[src/hdl/pwl_gray_pkg.sv]
`timescale 1ns / 1ps

package pwl_gray_pkg;

  localparam int GrayW   = 8;
  localparam int ProdW   = 2 * GrayW;
  localparam int IndexW  = 3;
  localparam int DivSteps = GrayW;

  localparam logic [GrayW-1:0] GRAY_MAX = 8'd255;

  // Configuration register indexes
  typedef enum logic [IndexW-1:0] {
    REG_BREAK1_IN  = 3'd0,
    REG_BREAK2_IN  = 3'd1,
    REG_BREAK1_OUT = 3'd2,
    REG_BREAK2_OUT = 3'd3
  } pwl_reg_t;

  // Segment setup: rise magnitude and sign, run, span and base level
  typedef struct packed {
    logic             neg;
    logic [GrayW-1:0] mag;
    logic [GrayW-1:0] run;
    logic [GrayW-1:0] span;
    logic [GrayW-1:0] base;
    logic             rej;
  } pwl_seg_t;

  // One step of the restoring divider
  typedef struct packed {
    logic             neg;
    logic [ProdW-1:0] rem;
    logic [GrayW-1:0] quo;
    logic [GrayW-1:0] span;
    logic [GrayW-1:0] base;
    logic             rej;
  } pwl_div_t;

endpackage

[src/hdl/piecewise_linear_gray_map_top.sv]
`timescale 1ns / 1ps

// Piecewise linear contrast stretch for an 8-bit gray pixel stream.
// Input channel (in_valid/in_ready/in_pixel_gray) takes one pixel per
// transaction; the result channel (out_valid/out_ready/out_mapped_gray,
// out_rejected) returns exactly one transaction per pixel, in order.
// Breakpoints are set through the cfg_ write port (index 0..3: break1_in,
// break2_in, break1_out, break2_out); other indexes are dropped. Write them
// only while the pipeline is empty.
// Throughput: one pixel per clock while the receiver does not stall; the
// depth is set by the 8x8 multiply stage and the eight one-bit stages of
// the restoring divider that follows it.
// When break1_in exceeds break2_in every result carries rejected = 1 and a
// gray level of 0.
// Reset (synchronous, rst_n low) empties the pipeline and loads the
// identity line (0,0)-(255,255).
// When the receiver stalls, each stage holds its item until the next one
// frees up; bubbles still close, so in_ready drops only once every stage
// holds an item.
module piecewise_linear_gray_map_top
  import pwl_gray_pkg::*;
(
  input  logic              clk,
  input  logic              rst_n,
  input  logic              cfg_we,
  input  logic [IndexW-1:0] cfg_index,
  input  logic [GrayW-1:0]  cfg_data,
  input  logic              in_valid,
  output logic              in_ready,
  input  logic [GrayW-1:0]  in_pixel_gray,
  output logic              out_valid,
  input  logic              out_ready,
  output logic [GrayW-1:0]  out_mapped_gray,
  output logic              out_rejected
);

  // Configuration registers
  logic [GrayW-1:0] break1_in_r, break2_in_r, break1_out_r, break2_out_r;

  always_ff @(posedge clk) begin
    if (!rst_n) begin
      break1_in_r  <= '0;
      break2_in_r  <= GRAY_MAX;
      break1_out_r <= '0;
      break2_out_r <= GRAY_MAX;
    end else if (cfg_we) begin
      case (cfg_index)
        REG_BREAK1_IN:  break1_in_r  <= cfg_data;
        REG_BREAK2_IN:  break2_in_r  <= cfg_data;
        REG_BREAK1_OUT: break1_out_r <= cfg_data;
        REG_BREAK2_OUT: break2_out_r <= cfg_data;
        default: ;
      endcase
    end
  end

  // Pipeline registers and valid bits
  pwl_seg_t          s0_r, s0_nxt;
  logic              s0_vld_r;
  pwl_div_t          div_r   [0:DivSteps];
  pwl_div_t          div_nxt [0:DivSteps];
  logic [DivSteps:0] div_vld_r;
  logic [GrayW-1:0]  mapped_r, mapped_nxt;
  logic              rej_r;
  logic              out_vld_r;

  // Load enables: a stage loads when it is empty or its successor loads
  logic              s0_ld;
  logic [DivSteps:0] div_ld;
  logic              out_ld;

  always_comb begin
    out_ld = !out_vld_r || out_ready;
    div_ld[DivSteps] = !div_vld_r[DivSteps] || out_ld;
    for (int k = DivSteps - 1; k >= 0; k--) begin
      div_ld[k] = !div_vld_r[k] || div_ld[k+1];
    end
    s0_ld = !s0_vld_r || div_ld[0];
  end

  assign in_ready = s0_ld;

  // Stage 0: pick the segment. Degenerate cases (rejected, zero first span)
  // become a zero rise over a span of one so the divider yields 0.
  always_comb begin
    s0_nxt      = '0;
    s0_nxt.span = 8'd1;
    if (break1_in_r > break2_in_r) begin
      s0_nxt.rej = 1'b1;
    end else if (in_pixel_gray <= break1_in_r) begin
      if (break1_in_r == '0) begin
        s0_nxt.base = break1_out_r;
      end else begin
        s0_nxt.mag  = break1_out_r;
        s0_nxt.run  = in_pixel_gray;
        s0_nxt.span = break1_in_r;
      end
    end else if (in_pixel_gray <= break2_in_r) begin
      s0_nxt.neg  = break2_out_r < break1_out_r;
      s0_nxt.mag  = s0_nxt.neg ? (break1_out_r - break2_out_r)
                               : (break2_out_r - break1_out_r);
      s0_nxt.run  = in_pixel_gray - break1_in_r;
      s0_nxt.span = break2_in_r - break1_in_r;
      s0_nxt.base = break1_out_r;
    end else begin
      s0_nxt.mag  = GRAY_MAX - break2_out_r;
      s0_nxt.run  = in_pixel_gray - break2_in_r;
      s0_nxt.span = GRAY_MAX - break2_in_r;
      s0_nxt.base = break2_out_r;
    end
  end

  // Stage 1: magnitude of rise * run
  always_comb begin
    div_nxt[0].neg  = s0_r.neg;
    div_nxt[0].rem  = {{GrayW{1'b0}}, s0_r.mag} * {{GrayW{1'b0}}, s0_r.run};
    div_nxt[0].quo  = '0;
    div_nxt[0].span = s0_r.span;
    div_nxt[0].base = s0_r.base;
    div_nxt[0].rej  = s0_r.rej;
  end

  // Divider: one quotient bit per stage, MSB first. Run never exceeds span,
  // so the quotient fits in eight bits.
  for (genvar j = 0; j < DivSteps; j++) begin : g_div
    localparam int Sh = DivSteps - 1 - j;
    logic [ProdW-1:0] dsor;
    logic             ge;

    always_comb begin
      dsor         = {{GrayW{1'b0}}, div_r[j].span} << Sh;
      ge           = div_r[j].rem >= dsor;
      div_nxt[j+1] = div_r[j];
      if (ge) begin
        div_nxt[j+1].rem = div_r[j].rem - dsor;
      end
      div_nxt[j+1].quo[Sh] = ge;
    end
  end

  // Last stage: apply sign, add base, clamp to 0..255
  logic signed [GrayW+1:0] sum;

  always_comb begin
    if (div_r[DivSteps].neg) begin
      sum = signed'({2'b00, div_r[DivSteps].base}) - signed'({2'b00, div_r[DivSteps].quo});
    end else begin
      sum = signed'({2'b00, div_r[DivSteps].base}) + signed'({2'b00, div_r[DivSteps].quo});
    end
    if (sum[GrayW+1]) begin
      mapped_nxt = '0;
    end else if (sum[GrayW]) begin
      mapped_nxt = GRAY_MAX;
    end else begin
      mapped_nxt = sum[GrayW-1:0];
    end
  end

  // Valid bits: advance with the loads, clear on reset
  always_ff @(posedge clk) begin
    if (!rst_n) begin
      s0_vld_r  <= 1'b0;
      div_vld_r <= '0;
      out_vld_r <= 1'b0;
    end else begin
      if (s0_ld) begin
        s0_vld_r <= in_valid;
      end
      if (div_ld[0]) begin
        div_vld_r[0] <= s0_vld_r;
      end
      for (int k = 1; k <= DivSteps; k++) begin
        if (div_ld[k]) begin
          div_vld_r[k] <= div_vld_r[k-1];
        end
      end
      if (out_ld) begin
        out_vld_r <= div_vld_r[DivSteps];
      end
    end
  end

  // Payload: hold while the stage is stalled
  always_ff @(posedge clk) begin
    if (s0_ld) begin
      s0_r <= s0_nxt;
    end
    for (int k = 0; k <= DivSteps; k++) begin
      if (div_ld[k]) begin
        div_r[k] <= div_nxt[k];
      end
    end
    if (out_ld) begin
      mapped_r <= mapped_nxt;
      rej_r    <= div_r[DivSteps].rej;
    end
  end

  assign out_valid       = out_vld_r;
  assign out_mapped_gray = mapped_r;
  assign out_rejected    = rej_r;

  // A segment never reaches the divider with an empty span
  a_span_nonzero: assert property (@(posedge clk) disable iff (!rst_n)
    s0_vld_r |-> (s0_r.span != '0))
    else $error("zero span entered divider");

  // After the last step the remainder is below the divisor
  a_rem_below_span: assert property (@(posedge clk) disable iff (!rst_n)
    div_vld_r[DivSteps] |-> (div_r[DivSteps].rem < {{GrayW{1'b0}}, div_r[DivSteps].span}))
    else $error("divider remainder not reduced");

  // A rejected result always carries gray level zero
  a_rej_zero: assert property (@(posedge clk) disable iff (!rst_n)
    (out_vld_r && rej_r) |-> (mapped_r == '0))
    else $error("rejected result with nonzero level");

  // Backpressure reaches the input only when every stage is full
  a_full_stall: assert property (@(posedge clk) disable iff (!rst_n)
    !in_ready |-> (s0_vld_r && (&div_vld_r) && out_vld_r && !out_ready))
    else $error("input stalled with a bubble in the pipeline");

endmodule

[config.mk]
export PLATFORM = sky130hd
export DESIGN_NAME = piecewise_linear_gray_map_top
export DESIGN_NICKNAME = d
export VERILOG_FILES = /design/src/hdl/pwl_gray_pkg.sv /design/src/hdl/piecewise_linear_gray_map_top.sv
export SDC_FILE = /design/constraint.sdc
export NUM_CORES = 1
export LEC_CHECK = 0
export ABC_AREA = 0
export BUFFER_PORTS_ARGS = -buffer_cell sky130_fd_sc_hd__buf_2
export CAP_MARGIN = 20
export CORE_MARGIN = 5
export CORE_UTILIZATION = 64
export CTS_BUF_LIST = sky130_fd_sc_hd__clkbuf_4 sky130_fd_sc_hd__clkbuf_8 sky130_fd_sc_hd__clkbuf_16
export DETAILED_ROUTE_END_ITERATION = 7
export MAX_ROUTING_LAYER = met4
export PLACE_DENSITY = 0.81
export SYNTH_ARGS = -nofsm -noshare
export SYNTH_HDL_FRONTEND = slang
export SYNTH_SLANG_ARGS = --single-unit
[constraint.sdc]
create_clock -name clk -period 5.8 [get_ports clk]
set_clock_uncertainty 0.05 [all_clocks]
set_input_delay 1.45 -clock clk [delete_from_list [all_inputs] [get_ports clk]]
set_output_delay 1.45 -clock clk [all_outputs]
set_load 0.05 [all_outputs]
==> results of run 1 <==
synthesized netlist by cell type, types with 13 or more instances:
cell type,instances,area (um2)
sky130_fd_sc_hd__edfxtp_1,361,10800
sky130_fd_sc_hd__inv_1,208,781
sky130_fd_sc_hd__ha_1,155,1940
sky130_fd_sc_hd__nand2_1,154,578
sky130_fd_sc_hd__nor2_1,97,364
sky130_fd_sc_hd__a21oi_1,96,480
sky130_fd_sc_hd__o21ai_0,77,385
sky130_fd_sc_hd__and2_1,54,338
sky130_fd_sc_hd__fa_1,50,1000
sky130_fd_sc_hd__xnor2_1,48,420
sky130_fd_sc_hd__dfxtp_1,43,861
sky130_fd_sc_hd__xor2_1,35,307
sky130_fd_sc_hd__nand2b_1,31,194
sky130_fd_sc_hd__nor2b_1,30,188
sky130_fd_sc_hd__o211ai_1,30,225
sky130_fd_sc_hd__a21boi_0,28,210
sky130_fd_sc_hd__a21o_1,25,188
sky130_fd_sc_hd__nand3_1,25,125
sky130_fd_sc_hd__o21a_1,25,188
sky130_fd_sc_hd__nor3_1,23,115
sky130_fd_sc_hd__nor4_1,20,125
sky130_fd_sc_hd__clkbuf_1,18,67.6
sky130_fd_sc_hd__a211oi_1,17,128
sky130_fd_sc_hd__nand4_1,14,87.6
sky130_fd_sc_hd__or3_1,13,81.3
how the worst max path moves through the flow:
stage,from,end,slack (ps),cells after the start
after detailed placement,out_ready,in_ready,790,9
final,out_ready,in_ready,740,9
after global routing,out_ready,in_ready,480,9
after CTS,out_ready,in_ready,700,9
after global placement,out_ready,in_ready,930,9
after floorplan,out_ready,in_ready,420,7
logic make-up after synthesis:
family                   Yosys count  synth area share
AO/OA/AOI/OAI                    387             0.119
XOR/XNOR                          83            0.0337
adder cells (fa/ha/maj)          205             0.136
buffers and inverters            241            0.0437
flip-flops                       404             0.542
multiplexers                      20           0.00979
AND/OR/NAND/NOR                  498             0.115
registers in the layout, indices dropped and copies added, names as in the netlist:
signal and count:
out_valid 1, break2_in_r 8, div_r 318, break1_in_r 8
out_rejected 1, break2_out_r 8, break1_out_r 8, div_nxt 18
div_vld_r 9, s0_vld_r 1, out_mapped_gray 8, s0_r 16
layer usage:
metal	GRT usage	vias to the layer above	share of wire
met5	-	-	0
met4	0.0863	0	0.039
met3	0.0271	117	0.040
met2	0.418	352	0.54
met1	0.249	6729	0.38
li1	-	6686	-
power breakdown:
part / switching [mW] / total, mW / internal [mW] / leakage (nW)
registers: 0.426 / 4.64 / 4.22 / 4.30
clock network: 1.08 / 2.61 / 1.52 / 0.669
logic: 2.30 / 4.10 / 1.80 / 4.95
critical path, cell delays in order:
cell	delay (ps)
sky130_fd_sc_hd__buf_2	90
sky130_fd_sc_hd__nor2b_1	260
sky130_fd_sc_hd__inv_1	270
sky130_fd_sc_hd__nor2_1	280
sky130_fd_sc_hd__and2_1	280
sky130_fd_sc_hd__inv_1	110
sky130_fd_sc_hd__nor2_1	340
sky130_fd_sc_hd__nand3_2	200
sky130_fd_sc_hd__buf_2	260
area by class of cell:
type                            instances  area share
Sequential cell                       404       0.495
Clock buffer                           53      0.0478
Tap cell                              448      0.0237
Clock inverter                         20     0.00954
Multi-Input combinational cell       1193       0.379
Timing Repair Buffer                   47      0.0113
Inverter                              208      0.0331
==> flow_results.org, run 1 <==
** Status
- The run finished with clean final reports.

** STA
- Timing would allow up to 0.198 GHz.
- Of the available clock period, the critical path in the final layout requires 0.872.
- Setup repair after global routing left no endpoint under its margin.
- Setup violations remaining at the end of the flow were counted as 0.
- Shortest period the worst path allows :: 5060 ps
- Setup total negative slack on the finished layout was measured at 0 ps.
- Final hold analysis gives a worst-case slack of 365 ps.
- The worst pin sits at a relative slew slack of 0.340.
- Across all setup checks in the final design, the least slack found is 744 ps.
- Slew at the pin with the worst max-slew slack :: 991 ps
- Final number of max-transition violations :: 0
- The hold violation count in the final report is 0.

** Finish
- Of the cells placed in the final design, the portion with a size suffix greater than 1 is 0.0764.
- Antenna fix cells :: 0
- Summing all multi-input logic gate instances after layout gives 8950 um2.
- Commonest non-fill, non-tap cell in the layout :: sky130_fd_sc_hd__edfxtp_1
- FILL cells :: 2222
- Sequential cell area :: 11700 um2
- From synthesis to final layout, the design area changed by 9.37%.
- In the layout the commonest cells are sky130_fd_sc_hd__edfxtp_1 (361), sky130_fd_sc_hd__inv_1 (208), sky130_fd_sc_hd__ha_1 (155).
- After the last flow step, the layout net total stands at 2124.
- Finished Core Util :: 0.706
- Area of all placed cells without fillers :: 23600 um2
- Final instance count without filler cells :: 2373

** Worst setup path
- The startpoint identified for the worst register-to-register timing path is s0_r[31].
- Reg-to-reg critical path endpoint :: div_r[0][39]
- STA classifies the critical path startpoint as an input pin.
- The critical path in this run is classified as input pin to output pin.
- Data arrives at the worst endpoint at 3560 ps.
- For the worst flop-to-flop path, the logic depth is 13.
- Category of the worst setup path capture point :: output pin
- Worst Path Max Fanout :: 10
- STA puts the critical path data required time at 4300 ps.
- The setup check on the worst reg-to-reg path leaves a slack of 1260 ps.

** Place
- IO Port Bufs :: 34
- Once detailed placement completed, the half-perimeter wirelength came to 29.5 mm.
- Once placement completed, the tool counted placed cells totaling 2299.
- Prior to clock tree synthesis, the placed netlist has a worst setup slack of 792 ps.
- Gp weighted congestion :: 0.927
- Once placement finished, the instance area stood at 22300 um2.

** Die
- Overall die area :: 37500 um2
- Ports placed on the boundary :: 35
- Row generation in the floorplan step produced 67 rows.
- Initial standard-cell utilization of the core :: 0.646
- Core Box Area :: 33400 um2
- Vertical die dimension :: 194 um
- Die width :: 194 um

** Clock tree
- After clock tree synthesis, the clock-pin slew on the worst setup and hold paths is 70 ps.
- Clock root buffer :: sky130_fd_sc_hd__clkbuf_16
- The clock passes through at most 3 buffers.
- TritonCTS built the clock tree.
- Gates resized during post-CTS repair numbered 0.
- Post-CTS Hold Fix Bufs :: 0
- Total number of clock tree sinks :: 404
- Post-CTS Repair Setup Buffers :: 0
- Counting the buffers created by CTS gives 41.
- Insertion delay to the later sink of the worst-skew pair :: 550 ps
- The H-tree was split into 2 levels.

** Route
- Post-detailed-route via-to-cell ratio :: 5.85
- In the routed design, unresolved DRC markers number 0.
- First drt pass iteration count :: 5
- Final Routed Wirelength :: 40.9 mm
- The count of nets left with antenna violations once routing finished came out at 0.
- Total via count after detailed routing :: 13900
- 1st-iter DRT viols :: 867
- Dividing the detail-routed wire length by the instance count gives 17.2 um.

** Logic synthesis
- Average cell area after synthesis :: 11.7 um2
- FF+latch count, synth :: 404
- Yosys mapped the design onto 79 distinct sky130hd cell types.
- For this run, the leading register cell type out of synthesis is sky130_fd_sc_hd__edfxtp_1.
- The number of nets in the synthesized netlist is 2067.
- Sequential-to-total area share from yosys stat :: 0.542
- Asr flop ratio synth :: 0
- In this run the cell area of the synthesized design comes to 21600 um2.
- Yosys mapped a number of flops with a built-in enable equal to 361.
- Syn Inst Count :: 1838
- Synthesis Warnings :: 0

** Global route
- Entering global routing, the biggest net connects 44 pins.
- Total global routing overflow :: 0
- The initial antenna violation count is 0.
- The via count of the first global-routing pass was 14500.
- In the global route stage, overall resource usage came out at 0.226.
- The first global-routing pass estimated 68.7 mm of wire.

** Pwr
- Leakage power :: 9.92 nW
- Power Density :: 480 nW/um2
- Worst supply voltage drop on vdd :: 0.335 mV
- The completed layout was analyzed and its total power is 11.3 mW.

** Worst hold path
- The min-delay analysis places its worst path in the category flop to flop.
- Hold Path Cell Cnt :: 0
- Min-Delay Endpoint :: div_r[0][209]
- The startpoint identified for the worst hold timing path is div_r[0][167].

** Flow run
- Max-cap violations in this run came to 0.
Power figures use the tool's default switching activity.
==> inputs of run 2 (changes only) <==
--- a/config.mk
+++ b/config.mk
@@ -9,11 +9,11 @@
 export BUFFER_PORTS_ARGS = -buffer_cell sky130_fd_sc_hd__buf_2
 export CAP_MARGIN = 20
 export CORE_MARGIN = 5
-export CORE_UTILIZATION = 64
-export CTS_BUF_LIST = sky130_fd_sc_hd__clkbuf_4 sky130_fd_sc_hd__clkbuf_8 sky130_fd_sc_hd__clkbuf_16
+export CORE_UTILIZATION = 66
+export CTS_BUF_LIST = sky130_fd_sc_hd__clkbuf_8
 export DETAILED_ROUTE_END_ITERATION = 7
 export MAX_ROUTING_LAYER = met4
-export PLACE_DENSITY = 0.81
+export PLACE_DENSITY = 0.83
 export SYNTH_ARGS = -nofsm -noshare
 export SYNTH_HDL_FRONTEND = slang
 export SYNTH_SLANG_ARGS = --single-unit
==> flow_results.org, run 2 (synthesis results as in run 1) <==
** Clock tree
- TritonCTS built the clock tree.
- Total number of clock tree sinks :: 404
- Clock root buffer :: sky130_fd_sc_hd__clkbuf_8
- The number of setup buffers added after CTS is 0.
- Buffers inserted during clock tree synthesis total 66.
- In this run, post-CTS repair resized a total of 0 instances.
- After clock tree synthesis, the clock-pin slew on the worst setup and hold paths is 60 ps.
- Largest buffer count on any clock path :: 3
- H-tree lvl count :: 3
- Insertion delay to the later sink of the worst-skew pair :: 610 ps
- Post-CTS Hold Fix Bufs :: 0

** Worst hold path
- Hold Path Cell Cnt :: 0
- In this run the worst hold path is classified as flop to flop.
- The startpoint identified for the worst hold timing path is div_r[0][0].
- Min-Delay Endpoint :: div_r[0][42]

** Worst setup path
- The largest individual stage delay along the critical path comes from the cell sky130_fd_sc_hd__nor2_1.
- Cell depth of the worst setup path :: 9
- R2R setup slack :: 1220 ps
- Category of the worst setup path capture point :: output pin
- Category of the most critical setup path :: input pin to output pin
- In this run the critical register-to-register path is launched from s0_r[24].
- Among cell families on the critical path, the largest total delay comes from simple AND/OR/NAND/NOR gates.
- Of all nets on the critical path, the largest fanout is 10.
- The worst register-to-register path ends at div_r[0][39].
- Arrival time worst endpoint :: 3440 ps
- Together, buffers and inverters on the worst path number 4.
- At the worst endpoint, the required time is 4300 ps.
- Longest individual stage delay on the worst path :: 300 ps
- Category of the worst setup path launch point :: input pin
- The worst register-to-register path has a depth of 13.
- The critical path goes through buf_2 > nor2b_1 > inv_1 > nor2_1 > and2_1 > inv_1 > nor2_1 > nand3_2 > buf_2.

** Place
- The count of buffers added on input and output ports is 34.
- Gp weighted congestion :: 0.944
- Placed cell areas :: 22200 um2
- The wire-length estimate of the detail-placed layout is 29.4 mm.

** Pwr
- Worst supply voltage drop on vdd :: 0.256 mV
- The design draws 11.0 mW.
- Power Density :: 470 nW/um2
- The analysis attributes to cell leakage a power of 9.94 nW.

** Finish
- Number of flip-flops in the largest register :: 318
- Commonest cells after routing, fill and taps aside :: sky130_fd_sc_hd__edfxtp_1 (361), sky130_fd_sc_hd__inv_1 (231), sky130_fd_sc_hd__ha_1 (155)
- Register with the most flip-flops :: div_r
- Antenna fix cells :: 0
- Net count reported at finish :: 2147
- The library cell used most frequently in the layout, excluding fill and tap cells, is sky130_fd_sc_hd__edfxtp_1.
- P&R area growth vs syn :: 8.66%
- Area of all placed cells without fillers :: 23500 um2
- In the final layout, the share of cells above drive strength 1 is 0.0808.
- At the end of the flow the core is filled with cells to 0.723.

** STA
- Slew at the pin with the worst max-slew slack :: 1060 ps
- Hold violation count in the final report :: 0
- Final number of max-transition violations :: 0
- Hold_ws :: 353 ps
- In this run the tightest slew margin relative to its limit is 0.291.
- Of the available clock period, the critical path in the final layout requires 0.852.
- Setup repair after global routing left no endpoint under its margin.
- Setup violations remaining at the end of the flow were counted as 0.
- The worst path needs 4940 ps of the cycle, external delays included.
- Final setup TNS :: 0 ps
- Timing would allow up to 0.202 GHz.

** Global route
- Summed over all layers, the global routing overflow is 0.
- Number of antenna violations at the first check in global routing :: 0
- Entering global routing, the biggest net connects 44 pins.
- Global-route wire length before repair :: 68.6 mm
- Number of global-route vias before repair :: 14600
- Overall Global Routing Usage :: 0.238

** Route
- First drt pass iteration count :: 6
- After detailed routing, the average wire length per cell comes to 16.9 um.
- Post-detailed-route via-to-cell ratio :: 5.85
- Final Routed Wirelength :: 40.8 mm
- For this run, design rule violations remaining after detail routing come to 0.
- Once detail routing completed, the nets flagged for antenna violations numbered 0.
- 1st-iter DRT viols :: 790
- The detailed router placed 14100 vias in this run.

** Status
- The run finished with clean final reports.

** Flow run
- Across the run, the number of max-cap violations was 0.

** Die
- After floorplanning, the core was divided into 66 placement rows.
- In this run the horizontal extent of the chip is 191 um.
- Vertical die dimension :: 191 um
- Overall die area :: 36400 um2
- The core region is 32500 um2.
- Initial standard-cell utilization of the core :: 0.665
- Ports placed on the boundary :: 35
[run 2: cell types whose count changed in the layout (fill, tap and decap cells not counted)]
cell / previous run / this run
sky130_fd_sc_hd__clkbuf_8: 2 / 67
sky130_fd_sc_hd__inv_6: 1 / 0
sky130_fd_sc_hd__clkinv_2: 6 / 5
sky130_fd_sc_hd__clkinv_1: 5 / 12
sky130_fd_sc_hd__clkinv_16: 1 / 0
sky130_fd_sc_hd__clkbuf_16: 41 / 0
sky130_fd_sc_hd__inv_1: 208 / 231
sky130_fd_sc_hd__inv_8: 0 / 3
sky130_fd_sc_hd__clkinv_8: 2 / 0
sky130_fd_sc_hd__buf_4: 13 / 11
sky130_fd_sc_hd__bufinv_16: 3 / 1
sky130_fd_sc_hd__inv_12: 0 / 4
sky130_fd_sc_hd__clkbuf_4: 10 / 0
[run 2: layer usage]
metal	routed length, um	share of wire	vias to the layer above	track usage
met5	0	0	-	-
met4	1640	0.040	0	0.107
met3	1610	0.040	124	0.0339
met2	22100	0.54	417	0.437
met1	15400	0.38	6796	0.255
li1	-	-	6758	-
[run 2: worst max-delay path by stage]
stage,startpoint,to
after floorplan,out_ready,in_ready
after global placement,out_ready,in_ready
after detailed placement,out_ready,in_ready
after CTS,out_ready,in_ready
after global routing,out_ready,in_ready
final,out_ready,in_ready
[run 2: area by class of cell]
cell class              count  area [um2]
clock buffers              67         922
clock inverters            50         300
well taps                 442         553
multi-input cells        1193        8950
flip-flops and latches    404       11700
repair buffers             45         253
fillers                  2140        8990
inverters                 208         781
[run 2: stage by stage]
stage	cells	setup WS, ps
6_report	2409	857
4_1_cts	2409	837
5_1_grt	2409	667
2_1_floorplan	1838	417
3_3_place_gp	2292	1030
3_5_place_dp	2292	854
[run 2: power by group]
group / switching (mW) / internal (mW)
sequential: 0.424 / 4.22
clock: 1.15 / 1.16
combinational: 2.29 / 1.79
total: 3.86 / 7.16
==> inputs of run 3 (changes only) <==
--- a/config.mk
+++ b/config.mk
@@ -9,11 +9,10 @@
 export BUFFER_PORTS_ARGS = -buffer_cell sky130_fd_sc_hd__buf_2
 export CAP_MARGIN = 20
 export CORE_MARGIN = 5
-export CORE_UTILIZATION = 66
+export CORE_UTILIZATION = 45
 export CTS_BUF_LIST = sky130_fd_sc_hd__clkbuf_8
 export DETAILED_ROUTE_END_ITERATION = 7
 export MAX_ROUTING_LAYER = met4
-export PLACE_DENSITY = 0.83
 export SYNTH_ARGS = -nofsm -noshare
 export SYNTH_HDL_FRONTEND = slang
 export SYNTH_SLANG_ARGS = --single-unit
==> flow_results.org, run 3 (synthesis results as in run 1) <==
** Worst setup path
- STA classifies the critical path endpoint as an output pin.
- R2R setup slack :: 1220 ps
- Arrival time worst endpoint :: 3480 ps
- Category of the most critical setup path :: input pin to output pin
- The most critical setup path has its startpoint at out_ready.
- Worst Path Max Fanout :: 10
- Category of the worst setup path launch point :: input pin
- Reg2Reg Launch Point :: s0_r[28]
- WP data required :: 4300 ps

** Finish
- The library cells used most frequently in the layout, excluding fill and tap cells, are sky130_fd_sc_hd__edfxtp_1 (361), sky130_fd_sc_hd__inv_1 (234), sky130_fd_sc_hd__ha_1 (155).
- The register with the most flip-flops in the final layout is div_r.
- Net count reported at finish :: 2158
- The area growth from synthesis to layout is 10.6%.
- Finished Core Util :: 0.501
- Leaving out fill and tap cells, the most frequent cell in the layout is sky130_fd_sc_hd__edfxtp_1.
- Of the cells placed in the final design, the portion with a size suffix greater than 1 is 0.0883.
- FILL cells :: 4222
- The register with the most flip-flops in the layout has 318 of them.

** Route
- Final Routed Wirelength :: 39.9 mm
- Using the TritonRoute via totals, the vias-per-cell ratio works out to 5.26.
- In this run the remaining antenna-violating nets after routing total 0.
- For this run, design rule violations remaining after detail routing come to 0.
- Summing over every cut layer, the via total after detailed routing is 13700.
- 1st-iter DRT viols :: 643
- Wirelength per Cell :: 15.4 um
- The pre-antenna-repair detailed-routing pass consisted of 5 iterations.

** Die
- Ports placed on the boundary :: 35
- In this run the vertical extent of the chip is 229 um.
- In this run the standard cell core region covers 47600 um2.
- Row count :: 80
- Initial standard-cell utilization of the core :: 0.453
- Die width :: 229 um
- Overall die area :: 52500 um2

** Pwr
- In this run the static leakage power is 10.1 nW.
- VDD sags by at most 0.205 mV.
- In this run the power density over the cells is 466 nW/um2.

** Global route
- Global-route wire length before repair :: 67.7 mm
- Pin count of the biggest net entering global routing :: 44
- Summed over all layers, the global routing overflow is 0.
- Number of global-route vias before repair :: 14200
- Overall Global Routing Usage :: 0.159
- Number of antenna violations at the first check in global routing :: 1

** Clock tree
- Clock-pin slew was measured on the worst setup and hold paths at 60 ps.
- Clock latency on the worst-skew pair, taken at its later pin, is 610 ps.
- Counting the buffers created by CTS gives 73.
- Buffers inserted to repair hold after CTS numbered 0.
- Number of instances resized during post-cts repair :: 0
- Post-CTS Repair Setup Buffers :: 0
- The longest clock path from root to sink contains 3 buffers.
- The clock net in this run drives a total of 404 sinks.
- The clock tree synthesis step divided the H-tree into 3 levels.
- Clock root buffer :: sky130_fd_sc_hd__clkbuf_8
- TritonCTS built the clock tree.

** Status
- The flow ran to the end, and the final reports show no timing, DRC or antenna violations.

** STA
- Final setup TNS :: 0 ps
- Final period utilization :: 0.859
- Highest clock rate :: 0.201 GHz
- Slew headroom :: 0.243
- Setup-failing EPs final :: 0
- The number of max-slew violations in the final report came to 0.
- Hold violation count in the final report :: 0
- RSZ-0062 raised after global routing :: no
- The routed design could run at a clock period as short as 4980 ps.
- At the pin with the least slew margin, the transition time is 1130 ps.

** Worst hold path
- The worst hold path belongs to the class flop to flop.
- Hold Startpoint :: div_r[0][312]

** Flow run
- Max-cap violations :: 0

** Place
- The congestion estimate from routability-driven global placement came to 0.857.
- Port buffering added 34 buffers.
- HPWL Detailed :: 29.7 mm
[run 3: changes by cell type in the layout (fill, tap and decap cells not counted), moves of 2 or more]
cell	before	now
sky130_fd_sc_hd__inv_8	3	1
sky130_fd_sc_hd__buf_4	11	14
sky130_fd_sc_hd__inv_1	231	234
sky130_fd_sc_hd__clkbuf_8	67	80
sky130_fd_sc_hd__clkinv_1	12	9
sky130_fd_sc_hd__inv_6	0	2
sky130_fd_sc_hd__inv_12	4	1
[run 3: power by group]
part           switching (mW)  internal [mW]
registers               0.413           4.22
clock network            1.14           1.37
logic                    2.21           1.78
total                    3.76           7.36
[run 3: area by class of cell]
class                           count  area [um2]  area share
Sequential cell                   404       11700       0.490
Multi-Input combinational cell   1193        8950       0.375
Clock buffer                       80        1100      0.0461
Inverter                          208         781      0.0327
Tap cell                          615         769      0.0322
Clock inverter                     49         290      0.0122
Timing Repair Buffer               49         290      0.0122
Antenna cell                        1        2.50    0.000105
[run 3: worst paths after layout]
check / endpoint / depth (start not counted)
worst max-delay path: in_ready / 9
worst min-delay path: div_r[0][354] / 0
worst min register to register: div_r[0][354] / 0
worst max register to register: div_r[0][39] / 14
[run 3: worst max-delay path, stage by stage]
cell and delay [ps]:
sky130_fd_sc_hd__buf_2 100, sky130_fd_sc_hd__nor2b_1 250, sky130_fd_sc_hd__inv_1 290, sky130_fd_sc_hd__nor2_1 300
sky130_fd_sc_hd__and2_1 250, sky130_fd_sc_hd__inv_1 70, sky130_fd_sc_hd__nor2_1 290, sky130_fd_sc_hd__nand3_2 210
sky130_fd_sc_hd__buf_2 270
[run 3: routing by layer]
metal / part of all wire / global-route usage / wire (um) / up-vias
li1: - / - / - / 6777
met3: 0.033 / 0.0294 / 1340 / 98
met5: 0 / - / 0 / -
met2: 0.52 / 0.287 / 20800 / 241
met1: 0.41 / 0.175 / 16400 / 6542
met4: 0.034 / 0.0592 / 1370 / 0
[run 3: through the flow]
stage / setup WS (ps) / instance area [um2] / power (mW) / instances / hold slack, ps
finish: 820 / 23900 / 11.1 / 2599 / 357
detailed placement: 816 / 22500 / 8.68 / 2468 / 355
global route: 590 / 23900 / 12.1 / 2599 / 359
global placement: 853 / 22500 / 8.54 / 2468 / 351
floorplan: 417 / 21600 / 7.80 / 1838 / 350
CTS: 788 / 23900 / 11.3 / 2597 / 358
